## src/design/tfd_pkg.sv

```systemverilog
package tfd_pkg;

  localparam int unsigned ByteW   = 8;
  localparam int unsigned PosW    = 4;
  localparam int unsigned AppIdW  = 16;
  localparam int unsigned ValueW  = 32;
  localparam int unsigned KindW   = 4;
  localparam int unsigned DataW   = 32;
  localparam int unsigned AddrW   = 3;

  localparam logic [ByteW-1:0] START_BYTE  = 8'h7E;
  localparam logic [PosW-1:0]  POS_SENSOR  = 4'd1;
  localparam logic [PosW-1:0]  POS_TYPE    = 4'd2;
  localparam logic [PosW-1:0]  POS_APP_LO  = 4'd3;
  localparam logic [PosW-1:0]  POS_APP_HI  = 4'd4;
  localparam logic [PosW-1:0]  POS_VAL_B0  = 4'd5;
  localparam logic [PosW-1:0]  POS_VAL_B1  = 4'd6;
  localparam logic [PosW-1:0]  POS_VAL_B2  = 4'd7;
  localparam logic [PosW-1:0]  POS_VAL_B3  = 4'd8;
  localparam logic [PosW-1:0]  POS_CHECK   = 4'd9;

  // register index, taken from paddr[AddrW-1:2]
  localparam logic REG_DROP_BAD = 1'b0;

  // value kind codes
  localparam logic [KindW-1:0] KIND_UNKNOWN   = 4'd0;
  localparam logic [KindW-1:0] KIND_LATLON    = 4'd1;
  localparam logic [KindW-1:0] KIND_GPS_ALT   = 4'd2;
  localparam logic [KindW-1:0] KIND_GPS_SPEED = 4'd3;
  localparam logic [KindW-1:0] KIND_COURSE    = 4'd4;
  localparam logic [KindW-1:0] KIND_CELL_V    = 4'd5;
  localparam logic [KindW-1:0] KIND_RX_BATT   = 4'd6;
  localparam logic [KindW-1:0] KIND_RSSI      = 4'd7;
  localparam logic [KindW-1:0] KIND_VSPEED    = 4'd8;
  localparam logic [KindW-1:0] KIND_BATT_V    = 4'd9;
  localparam logic [KindW-1:0] KIND_CURRENT   = 4'd10;
  localparam logic [KindW-1:0] KIND_ALTITUDE  = 4'd11;
  localparam logic [KindW-1:0] KIND_DIST_HOME = 4'd12;
  localparam logic [KindW-1:0] KIND_DATETIME  = 4'd13;

  // 8-bit add with end-around carry; a second carry cannot occur
  function automatic logic [ByteW-1:0] fold_add(input logic [ByteW-1:0] sum,
                                                input logic [ByteW-1:0] b);
    logic [ByteW:0] t;
    t = {1'b0, sum} + {1'b0, b};
    return t[ByteW-1:0] + {{(ByteW-1){1'b0}}, t[ByteW]};
  endfunction

  function automatic logic [KindW-1:0] kind_of(input logic [AppIdW-1:0] id);
    logic [KindW-1:0] k;
    case (id)
      16'h0800: k = KIND_LATLON;
      16'h0820: k = KIND_GPS_ALT;
      16'h0830: k = KIND_GPS_SPEED;
      16'h0840: k = KIND_COURSE;
      16'h0910: k = KIND_CELL_V;
      16'hF104: k = KIND_RX_BATT;
      16'hF101: k = KIND_RSSI;
      16'h0110: k = KIND_VSPEED;
      16'h0210: k = KIND_BATT_V;
      16'h0200: k = KIND_CURRENT;
      16'h0100: k = KIND_ALTITUDE;
      16'h0420: k = KIND_DIST_HOME;
      16'h0850: k = KIND_DATETIME;
      default:  k = KIND_UNKNOWN;
    endcase
    return k;
  endfunction

endpackage

```

## src/design/telemetry_frame_deframer.sv

```systemverilog
// Channel   Dir  Handshake                  Payload
// ------------------------------------------------------------------------------
// in        in   in_valid_i / in_ready_o    rx_byte_i
// out       out  out_valid_o / out_ready_i  node_id_o, frame_type_o, app_id_o,
//                                           payload_value_o, checksum_good_o,
//                                           value_kind_o
// cfg       in   APB (psel..pready)         drop_bad_frames at byte address 0
//
// One byte per cycle while in_ready_o is high: each transfer updates the frame
// state in the same edge; the checksum byte loads the result register, so a
// frame's result appears in the cycle after its last byte.
// in_ready_o drops only when a checksum byte is due and the result register
// still holds an untaken result; all other bytes keep flowing under a stall.
// Reset clears the frame state, the result valid and sets drop_bad_frames.
module telemetry_frame_deframer (
  input  logic                        clk_i,
  input  logic                        rst_ni,
  // byte input
  input  logic                        in_valid_i,
  output logic                        in_ready_o,
  input  logic [tfd_pkg::ByteW-1:0]   rx_byte_i,
  // frame result
  output logic                        out_valid_o,
  input  logic                        out_ready_i,
  output logic [tfd_pkg::ByteW-1:0]   node_id_o,
  output logic [tfd_pkg::ByteW-1:0]   frame_type_o,
  output logic [tfd_pkg::AppIdW-1:0]  app_id_o,
  output logic [tfd_pkg::ValueW-1:0]  payload_value_o,
  output logic                        checksum_good_o,
  output logic [tfd_pkg::KindW-1:0]   value_kind_o,
  // configuration
  input  logic                        psel,
  input  logic                        penable,
  input  logic                        pwrite,
  input  logic [tfd_pkg::AddrW-1:0]   paddr,
  input  logic [tfd_pkg::DataW-1:0]   pwdata,
  output logic [tfd_pkg::DataW-1:0]   prdata,
  output logic                        pready
);
  import tfd_pkg::*;

  // configuration register
  logic drop_bad_q;
  logic reg_sel;

  assign reg_sel = (paddr[AddrW-1:2] == REG_DROP_BAD);
  assign pready  = 1'b1;
  assign prdata  = reg_sel ? {{(DataW-1){1'b0}}, drop_bad_q} : '0;

  always_ff @(posedge clk_i or negedge rst_ni) begin
    if (!rst_ni) begin
      drop_bad_q <= 1'b1;
    end else if (psel && penable && pwrite && pready && reg_sel) begin
      drop_bad_q <= pwdata[0];
    end
  end

  // frame state
  logic                in_frame_q, in_frame_d;
  logic [PosW-1:0]     pos_q, pos_d;
  logic [ByteW-1:0]    sensor_q, sensor_d;
  logic [ByteW-1:0]    ftype_q, ftype_d;
  logic [AppIdW-1:0]   app_q, app_d;
  logic [ValueW-1:0]   value_q, value_d;
  logic [ByteW-1:0]    sum_q, sum_d;

  // result register
  logic                out_valid_q, out_valid_d;
  logic [ByteW-1:0]    out_sensor_q;
  logic [ByteW-1:0]    out_ftype_q;
  logic [AppIdW-1:0]   out_app_q;
  logic [ValueW-1:0]   out_value_q;
  logic                out_good_q;
  logic [KindW-1:0]    out_kind_q;

  logic                in_xfer;
  logic                is_start;
  logic [PosW-1:0]     pos_next;
  logic                at_check;
  logic                good;
  logic                emit;

  // Hold the input back only when the checksum byte would need the
  // result register while it is still occupied.
  assign in_ready_o = !(out_valid_q && !out_ready_i && in_frame_q &&
                        (pos_q == POS_VAL_B3));
  assign in_xfer    = in_valid_i && in_ready_o;
  assign is_start   = (rx_byte_i == START_BYTE);
  assign pos_next   = pos_q + PosW'(1);
  assign at_check   = in_frame_q && !is_start && (pos_next == POS_CHECK);
  assign good       = (ByteW'(8'hFF - sum_q) == rx_byte_i);
  assign emit       = in_xfer && at_check && (good || !drop_bad_q);

  always_comb begin
    in_frame_d = in_frame_q;
    pos_d      = pos_q;
    sensor_d   = sensor_q;
    ftype_d    = ftype_q;
    app_d      = app_q;
    value_d    = value_q;
    sum_d      = sum_q;
    if (in_xfer) begin
      if (is_start) begin
        // start byte always reopens a frame, dropping any partial one
        in_frame_d = 1'b1;
        pos_d      = '0;
        sum_d      = '0;
      end else if (in_frame_q) begin
        pos_d = pos_next;
        if (pos_next >= POS_TYPE && pos_next <= POS_VAL_B3) begin
          sum_d = fold_add(sum_q, rx_byte_i);
        end
        case (pos_next)
          POS_SENSOR: sensor_d = rx_byte_i;
          POS_TYPE:   ftype_d  = rx_byte_i;
          POS_APP_LO: app_d    = {app_q[15:8], rx_byte_i};
          POS_APP_HI: app_d    = {rx_byte_i, app_q[7:0]};
          POS_VAL_B0: value_d  = {value_q[31:8], rx_byte_i};
          POS_VAL_B1: value_d  = {value_q[31:16], rx_byte_i, value_q[7:0]};
          POS_VAL_B2: value_d  = {value_q[31:24], rx_byte_i, value_q[15:0]};
          POS_VAL_B3: value_d  = {rx_byte_i, value_q[23:0]};
          default: ;
        endcase
        if (pos_next == POS_CHECK) begin
          in_frame_d = 1'b0;
          pos_d      = '0;
        end
      end
    end
  end

  always_comb begin
    out_valid_d = out_valid_q;
    if (out_valid_q && out_ready_i) begin
      out_valid_d = 1'b0;
    end
    if (emit) begin
      out_valid_d = 1'b1;
    end
  end

  always_ff @(posedge clk_i or negedge rst_ni) begin
    if (!rst_ni) begin
      in_frame_q  <= 1'b0;
      pos_q       <= '0;
      sensor_q    <= '0;
      ftype_q     <= '0;
      app_q       <= '0;
      value_q     <= '0;
      sum_q       <= '0;
      out_valid_q <= 1'b0;
    end else begin
      in_frame_q  <= in_frame_d;
      pos_q       <= pos_d;
      sensor_q    <= sensor_d;
      ftype_q     <= ftype_d;
      app_q       <= app_d;
      value_q     <= value_d;
      sum_q       <= sum_d;
      out_valid_q <= out_valid_d;
    end
  end

  // result payload, loaded only with a new result
  always_ff @(posedge clk_i) begin
    if (emit) begin
      out_sensor_q <= sensor_q;
      out_ftype_q  <= ftype_q;
      out_app_q    <= app_q;
      out_value_q  <= value_q;
      out_good_q   <= good;
      out_kind_q   <= kind_of(app_q);
    end
  end

  assign out_valid_o     = out_valid_q;
  assign node_id_o       = out_sensor_q;
  assign frame_type_o    = out_ftype_q;
  assign app_id_o        = out_app_q;
  assign payload_value_o = out_value_q;
  assign checksum_good_o = out_good_q;
  assign value_kind_o    = out_kind_q;

endmodule

```

## config.mk

```make
export PLATFORM = sky130hd
export DESIGN_NAME = telemetry_frame_deframer
export DESIGN_NICKNAME = d
export VERILOG_FILES = /design/src/design/tfd_pkg.sv /design/src/design/telemetry_frame_deframer.sv
export SDC_FILE = /design/constraint.sdc
export NUM_CORES = 1
export LEC_CHECK = 0
export BUFFER_PORTS_ARGS = -buffer_cell sky130_fd_sc_hd__buf_2
export CORE_MARGIN = 10
export CORE_UTILIZATION = 50
export CTS_BUF_LIST = sky130_fd_sc_hd__clkbuf_16
export DETAILED_ROUTE_END_ITERATION = 8
export PLACE_DENSITY = 0.72
export SLEW_MARGIN = 25
export SYNTH_ARGS = -nofsm -noshare
export SYNTH_HDL_FRONTEND = slang
export SYNTH_SLANG_ARGS = --single-unit
```

## constraint.sdc

```tcl
create_clock -name clk_i -period 6.4 [get_ports clk_i]
set_clock_uncertainty 0.15 [all_clocks]
set_input_delay 0.64 -clock clk_i [delete_from_list [all_inputs] [get_ports clk_i]]
set_output_delay 0.64 -clock clk_i [all_outputs]
set_load 0.01 [all_outputs]
```

**Yosys cells after proc, flatten, opt, wreduce, memory -nomap -nowiden**

Cells that the tools add are included.

- Input bits: 50
- Output and inout bits: 104
- Bits in registers: 148
- Logic and storage cells: 104

- Equality and inequality tests: 25
- Bitwise gates (word level): 8
- Multiplexer cells: 15
- Reductions and logical operators: 31
- $lt $le $gt $ge: 2
- Add/subtract/negate cells: 4

Operator list:

| operator | number |
|---|---|
| 32-bit case mux with 4 select lines | 1 |
| 16-bit by 12-bit == test with 1-bit output, second input constant | 6 |
| 4-bit case mux with 13 select lines | 1 |
| 16-bit by 10-bit == test with 1-bit output, second input constant | 2 |
| 16-bit == test, second input constant | 2 |
| 16-bit by 9-bit == test with 1-bit output, second input constant | 2 |
| 16-bit case mux with 2 select lines | 1 |
| 7-bit AND reduction | 4 |
| 8-bit two-way mux | 3 |
| 16-bit by 11-bit == test with 1-bit output, second input constant | 1 |
| 4-bit by 3-bit == test with 1-bit output, second input constant | 4 |
| 1-bit logical AND | 13 |
| 4-bit == test, second input constant | 3 |
| 4-bit two-way mux | 3 |
| 5-bit AND reduction | 2 |
| 8-bit by 8-bit adder with 9-bit output | 1 |
| 8-bit by 1-bit adder with 8-bit output | 1 |
| 4-bit by 2-bit == test with 1-bit output, second input constant | 2 |
| 8-bit by 7-bit == test with 1-bit output, second input constant | 1 |
| 8-bit == test | 1 |
| 1-bit NOT | 8 |
| 4-bit AND reduction | 2 |
| 8-bit subtractor, first input constant | 1 |
| 1-bit two-way mux | 6 |
| 9 further kinds | 14 |

**Longest topological paths before layout**

Gate-level depths: netlist of run 1.

- Word-level depth: 9
- Depth in mapped cells: 13
- Depth with buffers taken out: 13

**Least setup slack after synthesis of run 1**

OpenSTA, ideal clock, no wires.

- Path kind: register to register
- Start: reg pos_q[0]
- End: reg out_app_q[0] (netlist: app_id_o[0]), enable pin
- Setup time: 0.496 ns
- Stages on the path, launching flop included: 10
- Clock period less this slack: 5.122 ns
- Required time: 5.754 ns
- Arrival: 4.476 ns
- Slack: 1.278 ns
- Buffers on the path: 2
- Path through: dfrtp_1 -> inv_1 -> ha_1 -> buf_2 -> nand2_1 -> o31a_2 -> and3_1 -> buf_2 -> nand2_1 -> nor2_1

- Longest elaborated chain between the ends: 6
- Elaborated cells between the ends (all ways): 9
- Those cells by class: add/sub (1); eq/ne (2); reduce/logical (6)

Ends and longest elaborated chain:

| what | RTL line | source |
|---|---|---|
| start: declaration | telemetry_frame_deframer.sv:60 | `logic [PosW-1:0] pos_q, pos_d;` |
| start signal: assignment | telemetry_frame_deframer.sv:154 | `pos_q <= pos_d;` |
| branches (longest 4 deep; another with 4-bit by 1-bit adder with 4-bit output) | - |  |
| 1-bit logical AND (*) (2 in series) | telemetry_frame_deframer.sv:92 | `assign emit = in_xfer && at_check && (good \|\| !drop_bad_q);` |
| net emit | telemetry_frame_deframer.sv:81 | `logic emit;` |
| end signal: assignment | telemetry_frame_deframer.sv:169 | `out_app_q <= app_q;` |
| end: declaration | telemetry_frame_deframer.sv:71 | `logic [AppIdW-1:0] out_app_q;` |

Mark *: on every way through the listed nets, which the timed path passes.
A chain may end at the register's enable or synchronous reset.

**Worst setup path after layout of run 1**

- Start: reg pos_q[0]
- End: reg out_value_q[29] (netlist: payload_value_o[29]), enable pin

- Longest elaborated chain between the ends: 6
- Elaborated cells between the ends (all ways): 9
- Those cells by class: add/sub (1); eq/ne (2); reduce/logical (6)

Ends and longest elaborated chain:

| what | RTL line | source |
|---|---|---|
| branches (longest 4 deep; another with 4-bit by 1-bit adder with 4-bit output) | - |  |
| 1-bit logical AND (*) (2 in series) | telemetry_frame_deframer.sv:92 |  |
| net emit | telemetry_frame_deframer.sv:81 |  |
| end signal: assignment | telemetry_frame_deframer.sv:170 | `out_value_q <= value_q;` |
| end: declaration | telemetry_frame_deframer.sv:72 | `logic [ValueW-1:0] out_value_q;` |

Marks and branches as above.

==> metrics.md, run 1 <==
| Metric | Value |
|---|---|
| Clk_lat worst skew | 0.41 ns |
| First-iteration detailed-routing DRC count | 258 |
| CTS-repair resized insts | 0 |
| Drt drc | 0 |
| Initial antenna violation count | 0 |
| Final setup violation count | 0 |
| Commonest non-fill, non-tap cell in the layout | buf_2 |
| Global Route met1 Usage | 18.6% |
| Critical path startpoint | pos_q[0] |
| R2r startpoint | pos_q[0] |
| HPWL Detailed | around 9400 um |
| P&R area growth vs syn | 16.7% |
| Fraction of layout cells with a size suffix above 1 | around 32% |
| Peak supply drop | 0.182 mV |
| Sequential cell area fraction in the yosys report | 61.9% |
| Synth Instances | 476 |
| Largest stage delay, worst path | 0.50 ns |
| Nets | 631 |
| FF-to-FF setup slack | 3.08 ns |
| Starting Density | between 50 and 60% |
| Worst hold margin | 0.101 ns |
| Hold crit path type | in2async |
| H-tree depth | 4 |
| Cell leakage power | 0.00357 uW |
| Tmin final | 3.32 ns |
| Total Routing Usage GR | about 15% |
| Vias | 3,986 |
| Post-synthesis async set-or-reset flop share | 53.4% |
| CTS tree | yes |
| Fill cells | between 900 and 1,000 |
| Main synth FF type | dfrtp_1 |
| Grt ovf | 0 |
| Slew Limit Headroom | 45.7% |
| FF-to-FF path depth | 8 |
| CP Max Fanout | 31 |
| Synth warnings | 0 |
| Post-synth EDFFs | a little under 70 |
| First-pass GRT wire length | 21,700 um |
| Slew @ Worst Pin | between 0.8 and 0.9 ns |
| Crit path kind | reg2reg |
| Most frequent cells in the layout | buf_2 (87), dfrtp_1 (78), edfxtp_1 (69), nand2_1 (38), mux2_2 (37) |
| Row count | 41 |
| Grt peak-use layer | met2 |
| Pre-antenna DRT Iters | 4 |
| Cell area after synthesis | 6540 sq um |
| Max Slew Vio Count | 0 |
| Avg WL per Cell | between 15 and 20 um |
| Crit path cell chain | inv_1 -> ha_1 -> nand2_1 -> o31a_2 -> and3_1 -> nand2_1 -> nor2_4 -> buf_4 |
| RePlAce Congestion | approximately 0.89 |
| Reg-to-Reg End | payload_value_o[29] |
| Post CTS Setup Buffer Count | 0 |
| DIE AREA | 18,100 sq um |
| Cts hold-fix bufs | 0 |
| Met3 Use GR | 5.53% |
| Syn avg cell area | 13.7 sq um |
| Critical Path RT | 6.33 ns |
| WP buf/inv | 2 |
| Worst setup EP type | flop |
| Max Cap Viol | 0 |
| Final worst path period share | 51.9% |
| Clock root cell | clkbuf_16 |
| Fin. Hold Viols | 0 |
| I/O pin count | 154 |
| Worst EP arrival | 3.24 ns |
| Fmax achieved | 301 MHz |
| Post-synth cell types | 63 |
| Crit path depth | 8 |
| Clk sinks | 148 |
| Dpl cell area | 7010 sq um |
| Worst setup SP type | flop |
| #FFs+latches synth | 148 |
| Total Routed Length | 13,500 um |
| Final Cell Area | 7640 sq um |
| Setup TNS | 0 ns |
| Core Box Area | 12,700 sq um |
| Vias in the first global route | 4,169 |
| Slowest CP cell | dfrtp_1 |
| Number of port buffers | between 80 and 90 |
| Critical Path End | payload_value_o[29] |
| Antenna viol nets, final | 0 |
| Cell mode on critical path | nand2_1 |
| Clk buf depth | 2 |
| Via-to-Cell Ratio | 5.30 |
| Largest delay share family, worst path | simple AND/OR/NAND/NOR gates |
| Largest net degree at the start of global routing | 80 |
| Die width | 134 um |
| Die height | 134 um |
| Worst-path clk slew | roughly 0.060 ns |
| RSZ-0062 raised after global routing | false |
| CTS buffer count | 17 |
| Status | completed |
| Pwr Density | 266 nW/um^2 |
| Met2 GRT Util | approximately 24% |
## sequential cells by signal (all words and copies together) (netlist names)
register         count
node_id_o            8
value_q             32
ftype_q              8
drop_bad_q           1
sum_q                8
frame_type_o         8
in_frame_q           1
out_valid_o          1
app_id_o            16
app_q               16
pos_q                4
sensor_q             8
checksum_good_o      1
payload_value_o     32
value_kind_o         4
## worst reg2reg max path, stage by stage (launching register included)
cell and delay [ns]:
dfrtp_1 0.50, inv_1 0.18, ha_1 0.37, nand2_1 0.14
o31a_2 0.22, and3_1 0.37, nand2_1 0.16, nor2_4 0.44
buf_4 0.45
## cells in the mapped netlist (6+ instances only)
cell | instances | area (sq um)
mux2_4 | 16 | 240
xnor2_1 | 7 | 61.3
xor2_1 | 7 | 61.3
dfrtp_1 | 78 | 1950
nor2_1 | 18 | 67.6
buf_2 | 6 | 30.0
edfxtp_1 | 69 | 2070
mux2_2 | 37 | 417
nand4_1 | 7 | 43.8
nand3_1 | 8 | 40.0
buf_4 | 34 | 255
clkbuf_1 | 7 | 26.3
a21oi_1 | 11 | 55.1
a22o_1 | 7 | 61.3
inv_1 | 11 | 41.3
o21ai_0 | 21 | 105
nand2_1 | 38 | 143
ha_1 | 14 | 175
## how the worst min path moves through the flow
| stage | to | cells after the start | from | slack (ns) |
|---|---|---|---|---|
| floorplan | app_q[0] | 0 | rst_ni | 0.19 |
| global placement | frame_type_o[6] | 0 | ftype_q[6] | 0.28 |
| detailed placement | node_id_o[4] | 0 | sensor_q[4] | 0.28 |
| CTS | value_q[8] | 1 | rst_ni | 0.28 |
| global route | value_q[8] | 1 | rst_ni | 0.17 |
| finish | value_q[8] | 1 | rst_ni | 0.10 |
## per-stage QoR
step | utilization (%) | setup slack, ns | power (uW) | cells
2_1_floorplan | - | 1.28 | 1060 | 506
3_3_place_gp | 55.1 | 2.71 | 1070 | 718
3_5_place_dp | 55.1 | 2.57 | 1070 | 718
4_1_cts | 59.8 | 2.56 | 2040 | 750
5_1_grt | 60.0 | 2.88 | 2090 | 751
6_report | 60.0 | 3.08 | 2030 | 752
## power breakdown
group / internal (uW) / total, uW / switching, uW
registers: 992 / 994 / 1.35
logic: 14.1 / 58.7 / 44.6
clock network: 608 / 976 / 368
## layout make-up
cell class,instances,area (sq um),area share (%)
Tap cell,172,215,2.82
Clock buffer,17,425,5.57
Antenna cell,1,2.50,0.0328
Sequential cell,148,4050,53.0
Multi-Input combinational cell,298,2250,29.5
Clock inverter,15,166,2.18
Inverter,11,41.3,0.541
Timing Repair Buffer,90,482,6.31
## metal layers
metal  part of all wire [%]  vias to the layer above  wire length, um
met5                      0                        -                0
met4                    1.6                        0              210
met3                    7.5                       15             1010
met2                     48                      183             6480
met1                     43                     1923             5830
li1                       -                     1865                -
## logic make-up (layout without fill, tap and decap cells)
kind of cell | count (synthesis) | in the layout | synth area share, %
and+or+nand+nor | 116 | 116 | 10.2
adders and majority gates | 15 | 15 | 2.98
other | 2 | 33 | 0.115
buffers and inverters | 60 | 133 | 5.51
xor gates and xnor gates | 14 | 14 | 1.87
AOI/OAI and AO/OA | 66 | 66 | 7.02
DFF | 148 | 148 | 61.9
muxes | 55 | 55 | 10.4
(Power assumes the default switching activity.)
==> run 2: changes to the inputs <==
--- a/config.mk
+++ b/config.mk
@@ -5,12 +5,13 @@
 export SDC_FILE = /design/constraint.sdc
 export NUM_CORES = 1
 export LEC_CHECK = 0
+export ABC_AREA = 1
 export BUFFER_PORTS_ARGS = -buffer_cell sky130_fd_sc_hd__buf_2
 export CORE_MARGIN = 10
-export CORE_UTILIZATION = 50
+export CORE_UTILIZATION = 49
 export CTS_BUF_LIST = sky130_fd_sc_hd__clkbuf_16
 export DETAILED_ROUTE_END_ITERATION = 8
-export PLACE_DENSITY = 0.72
+export PLACE_DENSITY = 0.74
 export SLEW_MARGIN = 25
 export SYNTH_ARGS = -nofsm -noshare
 export SYNTH_HDL_FRONTEND = slang
==> constraint.sdc (replaced) <==
create_clock -name clk_i -period 2.8 [get_ports clk_i]
set_clock_uncertainty 0.15 [all_clocks]
set_input_delay 0.28 -clock clk_i [delete_from_list [all_inputs] [get_ports clk_i]]
set_output_delay 0.28 -clock clk_i [all_outputs]
set_load 0.01 [all_outputs]
==> run 2 against run 1 <==
Worst hold slack lost 0.056 ns. Clock power grew 150%. Final cell count grew 21%. Via count grew 17%. Fmax grew 30%.
==> metrics.md, run 2 <==
| Metric | Value |
|---|---|
| Switch share | 32.4% (+12 points) |
| Fmax achieved | 391 MHz (+30%) |
| Internal Pwr Total | 4440 uW (+180%) |
| RePlAce Congestion | 0.867 (-3.0%) |
| Commonest non-fill, non-tap cell in the layout | nand2_1 |
| Vias | 4,677 (+17%) |
| Clock group share of total power | 36.8% (-11 points) |
| Synth warnings | 0 (unchanged) |
| Most numerous cell in the Yosys netlist | nand2_1 |
| I/O pin count | 154 (unchanged) |
| Worst EP arrival | 2.72 ns (-0.52 ns) |
| Synth Instances | 610 (+28%) |
| Antenna cells | 0 (-1) |
| Post-synth top cells | nand2_1 (148), dfrtp_1 (78), edfxtp_1 (69) |
| Slew Limit Headroom | 55.0% (+9.3 points) |
| Layout Cells excl Fill | 907 (+21%) |
| Pre-antenna DRT Iters | 5 (+1) |
| Status | completed |
| RSZ-0062 raised after global routing | false |
| Slowest CP cell | dfrtp_1 |
| Core Box Area | 13,100 sq um (+3.3%) |
| Largest stage delay, worst path | 0.34 ns (-0.16 ns) |
| #FFs+latches synth | 148 (unchanged) |
| Die width | 136 um (+0.85%) |
| Max Cap Viol | 0 (unchanged) |
| Largest cells by area after synthesis | edfxtp_1 (32%), dfrtp_1 (30%), nand2_1 (8.5%) |
| Comb pwr share | 23.1% (+20 points) |
| Largest delay share family, worst path | simple AND/OR/NAND/NOR gates |
| Initial antenna violation count | 0 (unchanged) |
| Nets | 783 (+24%) |
| Post-synth EDFFs | 69 (unchanged) |
| Yosys top cell by area | edfxtp_1 |
| Largest net degree at the start of global routing | 53 (-34%) |
| CTS buffer count | 17 (unchanged) |
| Placed cells | 872 (+21%) |
| DIE AREA | 18,400 sq um (+1.7%) |
| WP buf/inv | 2 (unchanged) |
| CP Max Fanout | 3 (-90%) |
| Antenna viol nets, final | 0 (unchanged) |
| Post-synthesis async set-or-reset flop share | 53.4% (unchanged) |
| Post CTS Setup Buffer Count | 0 (unchanged) |
| Via-to-Cell Ratio | 5.16 (-2.7%) |
| Cell area after synthesis | 6540 sq um (about the same) |
| Starting Density | 49.8% (-1.6 points) |
| Final setup violation count | 0 (unchanged) |
| Crit path kind | reg2reg |
| HPWL Detailed | 10,500 um (+12%) |
| H-tree depth | 4 (unchanged) |
| Total Routing Usage GR | 16.4% (+1.2 points) |
| CTS tree | yes |
| First-iteration detailed-routing DRC count | 407 (+58%) |
| Tmin final | 2.56 ns (-0.764 ns) |
| Vias in the first global route | 4,774 (+15%) |
| Final worst path period share | 91.3% (+39 points) |
| Total Routed Length | 14,900 um (+9.8%) |
| Worst hold margin | 0.0455 ns (-0.0560 ns) |
| Sequential cell area fraction in the yosys report | 61.9% (about the same) |
| Row count | 42 (+2.4%) |
| Hold crit path type | in2reg |
| Post-synth cell types | 43 (-32%) |
| Clk buf depth | 2 (unchanged) |
| Clock root cell | clkbuf_16 |
| Slew @ Worst Pin | 0.674 ns (-0.134 ns) |
| Clk sinks | 148 (unchanged) |
| Worst setup EP type | flop |
| Worst setup SP type | flop |
| Setup TNS | 0 ns (unchanged) |
| Most frequent cells in the layout | nand2_1 (148), buf_2 (87), dfrtp_1 (77), edfxtp_1 (69), inv_1 (50) |
| Cell mode on critical path | nand2_1 |
| Number of port buffers | 88 (unchanged) |
| Max Slew Vio Count | 0 (unchanged) |
| Clk_lat worst skew | 0.42 ns (about the same) |
| Switching power | 2130 uW (+420%) |
| Pwr Density | 833 nW/um^2 (+210%) |
| Peak supply drop | 0.377 mV (+110%) |
| Critical Path RT | 2.97 ns (-3.36 ns) |
| Drt drc | 0 (unchanged) |
| Grt ovf | 0 (unchanged) |
| Cell leakage power | 0.00375 uW (+5.2%) |
| Seq pwr share | 40.1% (-8.9 points) |
| First-pass GRT wire length | 23,800 um (+9.4%) |
| Syn avg cell area | 10.7 sq um (-22%) |
| Share of the synthesized area in the top cell type | 31.7% (about the same) |
| Die height | 136 um (+0.85%) |
| Crit path cell chain | ha_1 -> inv_1 -> fa_2 -> inv_2 -> nand2_1 -> nand2_1 -> nand2_1 -> o221ai_1 -> ha_2 -> nand2_1 -> nor2_2 -> nand3_1 -> nor2_2 -> nand3_1 -> nand2_1 -> nand2_1 -> nand2_1 -> nand2_1 |
| Fin. Hold Viols | 0 (unchanged) |
| Fraction of layout cells with a size suffix above 1 | 25.0% (-7.4 points) |
| Main synth FF type | dfrtp_1 |
| P&R area growth vs syn | 20.6% |
| Worst-path clk slew | 0.07 ns (about the same) |
| Avg WL per Cell | 16.4 um (-9.0%) |
-- run 2: cells by family (layout without fill, tap and decap cells) --
logic type	count (synthesis)	after routing	synth area share, %
buffers and inverters	100	191	8.19
DFF	148	148	61.9
adders and majority gates	15	15	2.98
xor gates and xnor gates	4	4	0.765
other	2	32	0.115
and+or+nand+nor	263	263	19.9
AOI/OAI and AO/OA	78	78	6.18
-- run 2: what timing repair did --
item                                    in CTS  in global routing
hold endpoints to repair                    51                  0
resized for setup                            0                 11
hold buffers                                 3                  0
endpoints found under the setup margin       0                  4
-- run 2: path summary, 6_finish.rpt --
check | startpoint | endpoint | slack (ns) | depth (start not counted)
setup / recovery | sum_q[0] | sum_q[7] | 0.24 | 18
hold / removal | rx_byte_i[7] | value_q[15] | 0.05 | 3
setup reg to reg | sum_q[0] | sum_q[7] | 0.24 | 18
hold reg to reg | value_q[4] | payload_value_o[4] | 0.30 | 0
max in group asynchronous | rst_ni | value_q[13] | 1.59 | 3
min in group asynchronous | rst_ni | sensor_q[2] | 0.29 | 2
-- run 2: stage by stage --
stage                     total power, uW  utilization, %  setup WS, ns  area, sq um
after global routing                 6900            60.0       0.00114         7890
after CTS                            6550            59.8        0.0904         7850
after detailed placement             4130            54.7        0.0577         7190
after global placement               4070            54.7        0.0815         7190
final                                6570            60.0         0.245         7890
after floorplan                      3820               -        -0.553         6740
-- run 2: final cells by class --
| class | count | area (sq um) |
|---|---|---|
| well taps | 176 | 220 |
| inverters | 58 | 220 |
| repair buffers | 101 | 586 |
| flip-flops and latches | 148 | 4050 |
| multi-input cells | 392 | 2180 |
| clock inverters | 15 | 208 |
| clock buffers | 17 | 425 |
| fillers | 1061 | 5250 |
-- run 2: power by group through the flow --
stage	registers [uW]	clock network (uW)	logic, uW
after floorplan	2620	0	1200
after global placement	2660	0	1410
after detailed placement	2670	0	1460
after CTS	2630	2440	1480
after global routing	2660	2530	1720
final	2640	2420	1520
-- run 2: worst min-delay path, delay by kind of cell --
kind | cells | cell delay (ns)
buffers and inverters | 1 | 0.15
AND/OR/NAND/NOR | 2 | 0.14
-- run 2: per-layer routing --
layer	track usage, %	wire [um]	vias up
met5	0	0	-
met4	7.00	344	0
met3	4.30	1080	35
met2	26.8	7140	197
met1	20.0	6290	2220
li1	-	-	2225
